## src/rtl/slt_pkg.sv

```systemverilog
// shared types and constants of the sorted list table
// no dependencies; imported by every module of the block
package slt_pkg;

  localparam int SLT_DEPTH       = 16;
  localparam int SLT_VALUE_WIDTH = 32;

  typedef enum logic [1:0] {
    OP_INSERT  = 2'd0,
    OP_DELETE  = 2'd1,
    OP_REVERSE = 2'd2,
    OP_DUMP    = 2'd3
  } op_t;

  typedef enum logic [2:0] {
    STS_DONE      = 3'd0,
    STS_FULL      = 3'd1,
    STS_NOT_FOUND = 3'd2,
    STS_LISTED    = 3'd3,
    STS_EMPTY     = 3'd4
  } status_t;

  typedef enum logic [2:0] {
    S_IDLE,
    S_INS,
    S_DEL,
    S_REV_A,
    S_REV_B,
    S_REV_C,
    S_DUMP,
    S_RESP
  } state_t;

  typedef struct packed {
    logic    valid;
    status_t status;
    logic    last;
  } res_ctrl_t;

endpackage

```

## src/rtl/slt_cmp.sv

```systemverilog
// shared compare unit: signed greater-than and equality
// depends on slt_pkg for the default width
module slt_cmp
  import slt_pkg::*;
#(
  parameter int VALUE_WIDTH = SLT_VALUE_WIDTH
) (
  input  logic signed [VALUE_WIDTH-1:0] a,
  input  logic signed [VALUE_WIDTH-1:0] b,
  output logic                          gt,
  output logic                          eq
);

  assign gt = a > b;
  assign eq = a == b;

endmodule

```

## src/rtl/slt_seq.sv

```systemverilog
// sequencer and entry memory of the sorted list table
// depends on slt_pkg and slt_cmp
module slt_seq
  import slt_pkg::*;
#(
  parameter int DEPTH       = SLT_DEPTH,
  parameter int VALUE_WIDTH = SLT_VALUE_WIDTH,
  localparam int AW = $clog2(DEPTH),
  localparam int CW = $clog2(DEPTH + 1)
) (
  input  logic                          clk,
  input  logic                          rst_n,
  input  logic                          cmd_valid,
  output logic                          cmd_ready,
  input  op_t                           cmd_op,
  input  logic signed [VALUE_WIDTH-1:0] cmd_value,
  output res_ctrl_t                     res_ctrl,
  output logic signed [VALUE_WIDTH-1:0] res_value,
  output logic        [CW-1:0]          res_count,
  input  logic                          res_ready
);

  logic signed [VALUE_WIDTH-1:0] mem [DEPTH];
  logic signed [VALUE_WIDTH-1:0] rd_data_r;
  logic        [AW-1:0]          rd_addr;
  logic                          wr_en;
  logic        [AW-1:0]          wr_addr;
  logic signed [VALUE_WIDTH-1:0] wr_data;

  state_t                        state_r, state_nxt;
  logic        [CW-1:0]          count_r, count_nxt;
  logic        [CW-1:0]          idx_r, idx_nxt;
  logic        [AW-1:0]          lo_r, lo_nxt;
  logic        [AW-1:0]          hi_r, hi_nxt;
  logic signed [VALUE_WIDTH-1:0] val_r, val_nxt;
  logic signed [VALUE_WIDTH-1:0] tmp_r, tmp_nxt;
  logic                          flag_r, flag_nxt;
  status_t                       status_r, status_nxt;

  logic gt, eq;
  logic walk_end;
  logic rev_more;
  logic dump_last;

  slt_cmp #(.VALUE_WIDTH(VALUE_WIDTH)) u_cmp (
    .a  (rd_data_r),
    .b  (val_r),
    .gt (gt),
    .eq (eq)
  );

  assign walk_end  = idx_r == count_r;
  // another pair remains once both ends step inward
  assign rev_more  = (CW'(lo_r) + CW'(1)) < (CW'(hi_r) - CW'(1));
  assign dump_last = (idx_r + CW'(1)) == count_r;
  assign cmd_ready = state_r == S_IDLE;

  // next state
  always_comb begin
    state_nxt = state_r;
    unique case (state_r)
      S_IDLE: begin
        if (cmd_valid) begin
          unique case (cmd_op)
            OP_INSERT:  state_nxt = (count_r == CW'(DEPTH)) ? S_RESP : S_INS;
            OP_DELETE:  state_nxt = (count_r == '0) ? S_RESP : S_DEL;
            OP_REVERSE: state_nxt = (count_r < CW'(2)) ? S_RESP : S_REV_A;
            OP_DUMP:    state_nxt = (count_r == '0) ? S_RESP : S_DUMP;
            default:    state_nxt = S_IDLE;
          endcase
        end
      end
      S_INS, S_DEL: begin
        if (walk_end) state_nxt = S_RESP;
      end
      S_REV_A: state_nxt = S_REV_B;
      S_REV_B: state_nxt = S_REV_C;
      S_REV_C: state_nxt = rev_more ? S_REV_A : S_RESP;
      S_DUMP: begin
        if (res_ready && dump_last) state_nxt = S_IDLE;
      end
      S_RESP: begin
        if (res_ready) state_nxt = S_IDLE;
      end
      default: state_nxt = S_IDLE;
    endcase
  end

  // datapath and result outputs
  always_comb begin
    count_nxt  = count_r;
    idx_nxt    = idx_r;
    lo_nxt     = lo_r;
    hi_nxt     = hi_r;
    val_nxt    = val_r;
    tmp_nxt    = tmp_r;
    flag_nxt   = flag_r;
    status_nxt = status_r;
    rd_addr    = idx_r[AW-1:0];
    wr_en      = 1'b0;
    wr_addr    = idx_r[AW-1:0];
    wr_data    = tmp_r;
    res_ctrl   = '{valid: 1'b0, status: STS_DONE, last: 1'b0};
    res_value  = '0;
    res_count  = count_r;
    unique case (state_r)
      S_IDLE: begin
        val_nxt  = cmd_value;
        tmp_nxt  = cmd_value;
        idx_nxt  = '0;
        flag_nxt = 1'b0;
        lo_nxt   = '0;
        hi_nxt   = AW'(count_r - CW'(1));
        rd_addr  = '0;
        unique case (cmd_op)
          OP_INSERT:  status_nxt = (count_r == CW'(DEPTH)) ? STS_FULL : STS_DONE;
          OP_DELETE:  status_nxt = STS_NOT_FOUND;
          OP_REVERSE: status_nxt = STS_DONE;
          OP_DUMP:    status_nxt = STS_EMPTY;
          default:    status_nxt = STS_DONE;
        endcase
      end
      S_INS: begin
        if (walk_end) begin
          // carry holds the new value or the last entry pushed down
          wr_en      = 1'b1;
          count_nxt  = count_r + CW'(1);
          status_nxt = STS_DONE;
        end else begin
          if (flag_r || gt) begin
            wr_en    = 1'b1;
            tmp_nxt  = rd_data_r;
            flag_nxt = 1'b1;
          end
          idx_nxt = idx_r + CW'(1);
          rd_addr = idx_nxt[AW-1:0];
        end
      end
      S_DEL: begin
        if (walk_end) begin
          if (flag_r) begin
            count_nxt  = count_r - CW'(1);
            status_nxt = STS_DONE;
          end else begin
            status_nxt = STS_NOT_FOUND;
          end
        end else begin
          if (flag_r) begin
            // pull the entries behind the match up by one
            wr_en   = 1'b1;
            wr_addr = AW'(idx_r - CW'(1));
            wr_data = rd_data_r;
          end else if (eq) begin
            flag_nxt = 1'b1;
          end
          idx_nxt = idx_r + CW'(1);
          rd_addr = idx_nxt[AW-1:0];
        end
      end
      S_REV_A: begin
        tmp_nxt = rd_data_r;
        rd_addr = hi_r;
      end
      S_REV_B: begin
        wr_en   = 1'b1;
        wr_addr = lo_r;
        wr_data = rd_data_r;
      end
      S_REV_C: begin
        wr_en   = 1'b1;
        wr_addr = hi_r;
        wr_data = tmp_r;
        lo_nxt  = lo_r + AW'(1);
        hi_nxt  = hi_r - AW'(1);
        rd_addr = lo_nxt;
      end
      S_DUMP: begin
        res_ctrl  = '{valid: 1'b1, status: STS_LISTED, last: dump_last};
        res_value = rd_data_r;
        if (res_ready) begin
          idx_nxt = idx_r + CW'(1);
          rd_addr = idx_nxt[AW-1:0];
        end
      end
      S_RESP: begin
        res_ctrl = '{valid: 1'b1, status: status_r, last: 1'b1};
      end
      default: ;
    endcase
  end

  always_ff @(posedge clk) begin
    if (wr_en) mem[wr_addr] <= wr_data;
    rd_data_r <= mem[rd_addr];
  end

  always_ff @(posedge clk) begin
    if (!rst_n) begin
      state_r <= S_IDLE;
      count_r <= '0;
    end else begin
      state_r <= state_nxt;
      count_r <= count_nxt;
    end
  end

  always_ff @(posedge clk) begin
    idx_r    <= idx_nxt;
    lo_r     <= lo_nxt;
    hi_r     <= hi_nxt;
    val_r    <= val_nxt;
    tmp_r    <= tmp_nxt;
    flag_r   <= flag_nxt;
    status_r <= status_nxt;
  end

endmodule

```

## src/rtl/sorted_list_table.sv

```systemverilog
// Bounded sorted list of signed values with insert, delete-first-equal, reverse and
// dump. One command beat is taken at a time. The entries live in a memory with one
// write port and one registered read port. Insert and delete walk it one entry per
// cycle; reverse swaps one pair at a time through S_REV_A, S_REV_B and S_REV_C; and a
// dump gives one result beat per cycle while the output is not stalled. A full
// insert, a delete from an empty list, a short reverse and an empty dump go straight
// to the result beat. Every command ends with a result beat carrying tlast; the
// output register lets the next command start while it waits.
// top level of the sorted list table
// depends on slt_pkg and slt_seq
module sorted_list_table
  import slt_pkg::*;
#(
  parameter int DEPTH       = SLT_DEPTH,
  parameter int VALUE_WIDTH = SLT_VALUE_WIDTH,
  localparam int CW    = $clog2(DEPTH + 1),
  localparam int IN_W  = ((2 + VALUE_WIDTH + 7) / 8) * 8,
  localparam int OUT_W = ((3 + VALUE_WIDTH + CW + 7) / 8) * 8
) (
  input  logic             clk,
  input  logic             rst_n,
  input  logic             in_tvalid,
  output logic             in_tready,
  input  logic [IN_W-1:0]  in_tdata,   // op, value, zero fill
  output logic             out_tvalid,
  input  logic             out_tready,
  output logic [OUT_W-1:0] out_tdata,  // status, entry_value, entry_count, zero fill
  output logic             out_tlast
);

  res_ctrl_t                     res_ctrl;
  logic signed [VALUE_WIDTH-1:0] res_value;
  logic        [CW-1:0]          res_count;
  logic                          res_ready;

  logic                          out_valid_r;
  logic        [OUT_W-1:0]       out_data_r;
  logic                          out_last_r;

  slt_seq #(
    .DEPTH       (DEPTH),
    .VALUE_WIDTH (VALUE_WIDTH)
  ) u_seq (
    .clk       (clk),
    .rst_n     (rst_n),
    .cmd_valid (in_tvalid),
    .cmd_ready (in_tready),
    .cmd_op    (op_t'(in_tdata[1:0])),
    .cmd_value (in_tdata[2 +: VALUE_WIDTH]),
    .res_ctrl  (res_ctrl),
    .res_value (res_value),
    .res_count (res_count),
    .res_ready (res_ready)
  );

  // output slot frees when empty or drained this cycle
  assign res_ready = !out_valid_r || out_tready;

  always_ff @(posedge clk) begin
    if (!rst_n) begin
      out_valid_r <= 1'b0;
    end else if (res_ready) begin
      out_valid_r <= res_ctrl.valid;
    end
  end

  always_ff @(posedge clk) begin
    if (res_ready && res_ctrl.valid) begin
      out_data_r <= OUT_W'({res_count, res_value, res_ctrl.status});
      out_last_r <= res_ctrl.last;
    end
  end

  assign out_tvalid = out_valid_r;
  assign out_tdata  = out_data_r;
  assign out_tlast  = out_last_r;

endmodule

```

## config.mk

```make
export PLATFORM = sky130hd
export DESIGN_NAME = sorted_list_table
export DESIGN_NICKNAME = d
export VERILOG_FILES = /design/src/rtl/slt_pkg.sv /design/src/rtl/slt_cmp.sv /design/src/rtl/slt_seq.sv /design/src/rtl/sorted_list_table.sv
export SDC_FILE = /design/constraint.sdc
export NUM_CORES = 1
export LEC_CHECK = 0
export BUFFER_PORTS_ARGS = -buffer_cell sky130_fd_sc_hd__buf_2
export CORE_MARGIN = 1
export CORE_UTILIZATION = 50
export DETAILED_ROUTE_END_ITERATION = 8
export PLACE_DENSITY = 0.64
export SLEW_MARGIN = 25
export SYNTH_ARGS = -nofsm -noshare
export SYNTH_HDL_FRONTEND = slang
export SYNTH_HIERARCHICAL = 1
export SYNTH_SLANG_ARGS = --single-unit
```

## constraint.sdc

```tcl
create_clock -name clk -period 6.4 [get_ports clk]
set_input_delay 0.32 -clock clk [delete_from_list [all_inputs] [get_ports clk]]
set_output_delay 0.32 -clock clk [all_outputs]
set_load 0.05 [all_outputs]
```

==> flow_summary.json <==
{
  "drt_iter0_markers": 1494,
  "dieArea_mm2": 0.0572,
  "clock-sinks": 675,
  "outcome": "finished, final reports clean",
  "wire_per_inst_um": 23.0,
  "max-cap-violations": 0,
  "ff_latch_area_mm2": 0.0199,
  "finalHoldViolations": 0,
  "worst-path-buf-inv": 1,
  "slew_headroom": 0.209,
  "dr.pass1.iters": 5,
  "numCtsBuffers": 71,
  "cp_cell_sequence": "ha_1 -> and4_1 -> nand4_1 -> or3_1 -> a31oi_1 -> o221ai_1 -> nand2b_1 -> o21a_1 -> nor2_1 -> o21ai_0 -> nor2b_1 -> nand2_1 -> nor2_4 -> buf_4",
  "ys_types": 68,
  "async_flop_share": 0,
  "grt_pass1_vias": 15200,
  "cp_data_required_time_ps": 6670,
  "rsz0062_at_grt": "no",
  "drv_slew": 0,
  "fmax_ghz": 0.211,
  "synthesis.nets": 1919,
  "endpoint_kind": "flop",
  "grt_max_degree": 147,
  "area.growth.synth_to_final_pct": 13.5,
  "final_core_util": 0.577,
  "gp_congestion": 0.820,
  "syn_avg_cell_area_um2": 15.3,
  "drtAntennaViolNets": 0,
  "ios": 87,
  "routed_wl_mm": 63.3,
  "crit_fanout": 19,
  "synth_edf_count": 634,
  "hpwl_mm": 36.4,
  "multiInputGateArea_mm2": 0.00769,
  "ys_seq_elements": 675,
  "cp_data_arrival_time_ps": 5020,
  "yosys_warnings": 6,
  "antenna_found_initial": 2,
  "die_x_um": 239,
  "crit_family": "simple AND/OR/NAND/NOR gates",
  "synth_seq_area_share": 0.706,
  "cts_resized": 0,
  "fin_nets": 2038,
  "worst_pin_slew_ps": 1190,
  "fp.coreArea_mm2": 0.0553,
  "grt_pass1_wl_mm": 94.5,
  "tns_ps": 0,
  "slowest_stage": "nor2_4",
  "netlist_instances": 1833,
  "root_buffer": "clkbuf_16",
  "drc": 0,
  "die_h_um": 239,
  "avgViaCountPerCell": 5.70,
  "worstSkewPairLatency_ps": 600,
  "placementRows": 86,
  "n_antenna_cell": 0,
  "layout-drive-gt1-share": 0.173,
  "overflow": 0,
  "skew_ps": 25.8,
  "syn_area_mm2": 0.0281,
  "start_util": 0.509,
  "grt_usage": 0.225,
  "hold_path_class": "primary input to flop",
  "synth_flop_cell": "edfxtp_1",
  "port_buffers": 80,
  "clk_path_buf_depth": 3,
  "final-setup-viol-count": 0,
  "max_stage_delay_ps": 720,
  "post-route-min-period_ps": 4750,
  "clk_pin_slew_ps": 60,
  "worstSetupStartpointType": "flop",
  "criticalPathCategory": "flop to flop",
  "cts_tree": "built",
  "route.vias.total": 15700,
  "htree_levels": 3,
  "n_fill_cell": 4286,
  "period_share": 0.742
}
cell type report:
cell class | count | share of cell area
tap | 748 | 0.0293
inverter | 46 | 0.00541
timing repair buffer | 156 | 0.0349
sequential | 675 | 0.622
clock buffer | 107 | 0.0628
clock inverter | 23 | 0.00498
multi-input combinational | 1002 | 0.241
flip-flops by register name, summed over array words and instances, names as in the netlist, 5 cells and up:
register,count
u_seq/mem,512
out_tdata,40
u_seq/rd_data_r,32
u_seq/tmp_r,32
u_seq/val_r,32
u_seq/idx_r,5
u_seq/res_count,5
cell families after synthesis:
family	synth area share
compound gates	0.0742
xor+xnor	0.00778
fa+ha+maj	0.0190
buf+inv	0.0272
flops	0.706
mux	0.0993
simple gates	0.0665
what timing repair did:
action,CTS,global route
setup buffers,0,0
hold buffers,32,0
hold endpoints to repair,32,0
final timing paths:
check,startpoint,end,slack [ps],depth (start not counted)
max,u_seq/rd_data_r[31],u_seq/mem[7][29],1650,14
min reg2reg,u_seq/status_r[0],out_tdata[0],530,1
max reg2reg,u_seq/rd_data_r[31],u_seq/mem[7][29],1650,14
min,rst_n,u_seq/state_r[1],50,2
layer usage:
metal | vias to the layer above | track usage | share of wire
met5 | - | 0 | 0.00016
met4 | 2 | 0.0672 | 0.020
met3 | 83 | 0.0337 | 0.057
met2 | 451 | 0.356 | 0.47
met1 | 7906 | 0.323 | 0.45
li1 | 7271 | - | -
worst register-to-register path, delay by kind of cell (launching register included):
| family | cells | cell delay (ps) |
|---|---|---|
| DFF | 1 | 340 |
| AOI/OAI and AO/OA | 4 | 910 |
| and+or+nand+nor | 8 | 2380 |
| adders and majority gates | 1 | 390 |
| buffers and inverters | 1 | 400 |
synthesized netlist by cell type (all sizes together) (3+ instances only):
cell type | instances | share of area
a211oi | 64 | 0.017
a21boi | 9 | 0.0025
a21o | 7 | 0.0019
a21oi | 28 | 0.0051
a221o | 33 | 0.012
a221oi | 4 | 0.0015
a31oi | 68 | 0.016
and2 | 103 | 0.023
and3 | 3 | 0.00067
buf | 59 | 0.014
clkbuf | 51 | 0.0069
dfxtp | 41 | 0.029
edfxtp | 634 | 0.68
ha | 42 | 0.019
inv | 46 | 0.0061
mux2 | 128 | 0.051
mux2i | 135 | 0.048
nand2 | 161 | 0.021
nand2b | 11 | 0.0030
nand3 | 10 | 0.0018
nand4 | 11 | 0.0027
nor2 | 51 | 0.0073
nor2b | 7 | 0.0016
nor3 | 7 | 0.0012
o21a | 5 | 0.0013
o21ai | 25 | 0.0046
o22ai | 36 | 0.0080
or3 | 4 | 0.00089
xnor2 | 14 | 0.0044
xor2 | 11 | 0.0034
cells in the final DEF (no fill, tap or decap), types with 6 or more instances in the layout:
master         count
mux2_1            39
nor2_4            19
a21boi_0           6
mux2i_1          135
a211oi_1          64
xnor2_1           14
a221o_1           33
a31oi_1           67
nor2_1            29
and2_1           101
a21o_1             6
mux2_2            89
ha_1              42
dfxtp_1           41
nand4_1           10
nand3_1           10
dlygate4sd3_1     32
clkbuf_16         73
buf_2             80
xor2_1            11
buf_4             39
nor2b_1            7
a21oi_1           27
clkinv_1           6
o21ai_0           23
o22ai_1           36
nand2_1          161
clkbuf_1          29
edfxtp_1         634
clkinv_2           8
nand2b_1           8
inv_1             46
per-stage QoR:
step                worst slack (ps)  cells  cell area [um2]  hold WS, ps
floorplan                       1340   1833            28100          403
global placement                1710   2594            29400          511
finish                          1650   2757            31900         47.9
CTS                             1680   2756            31900         18.6
global route                    1440   2757            31900         54.2
detailed placement              1720   2594            29400          510
Power is not shown: default switching activity piles up to over one toggle a cycle in this logic, so the estimate is an artifact.
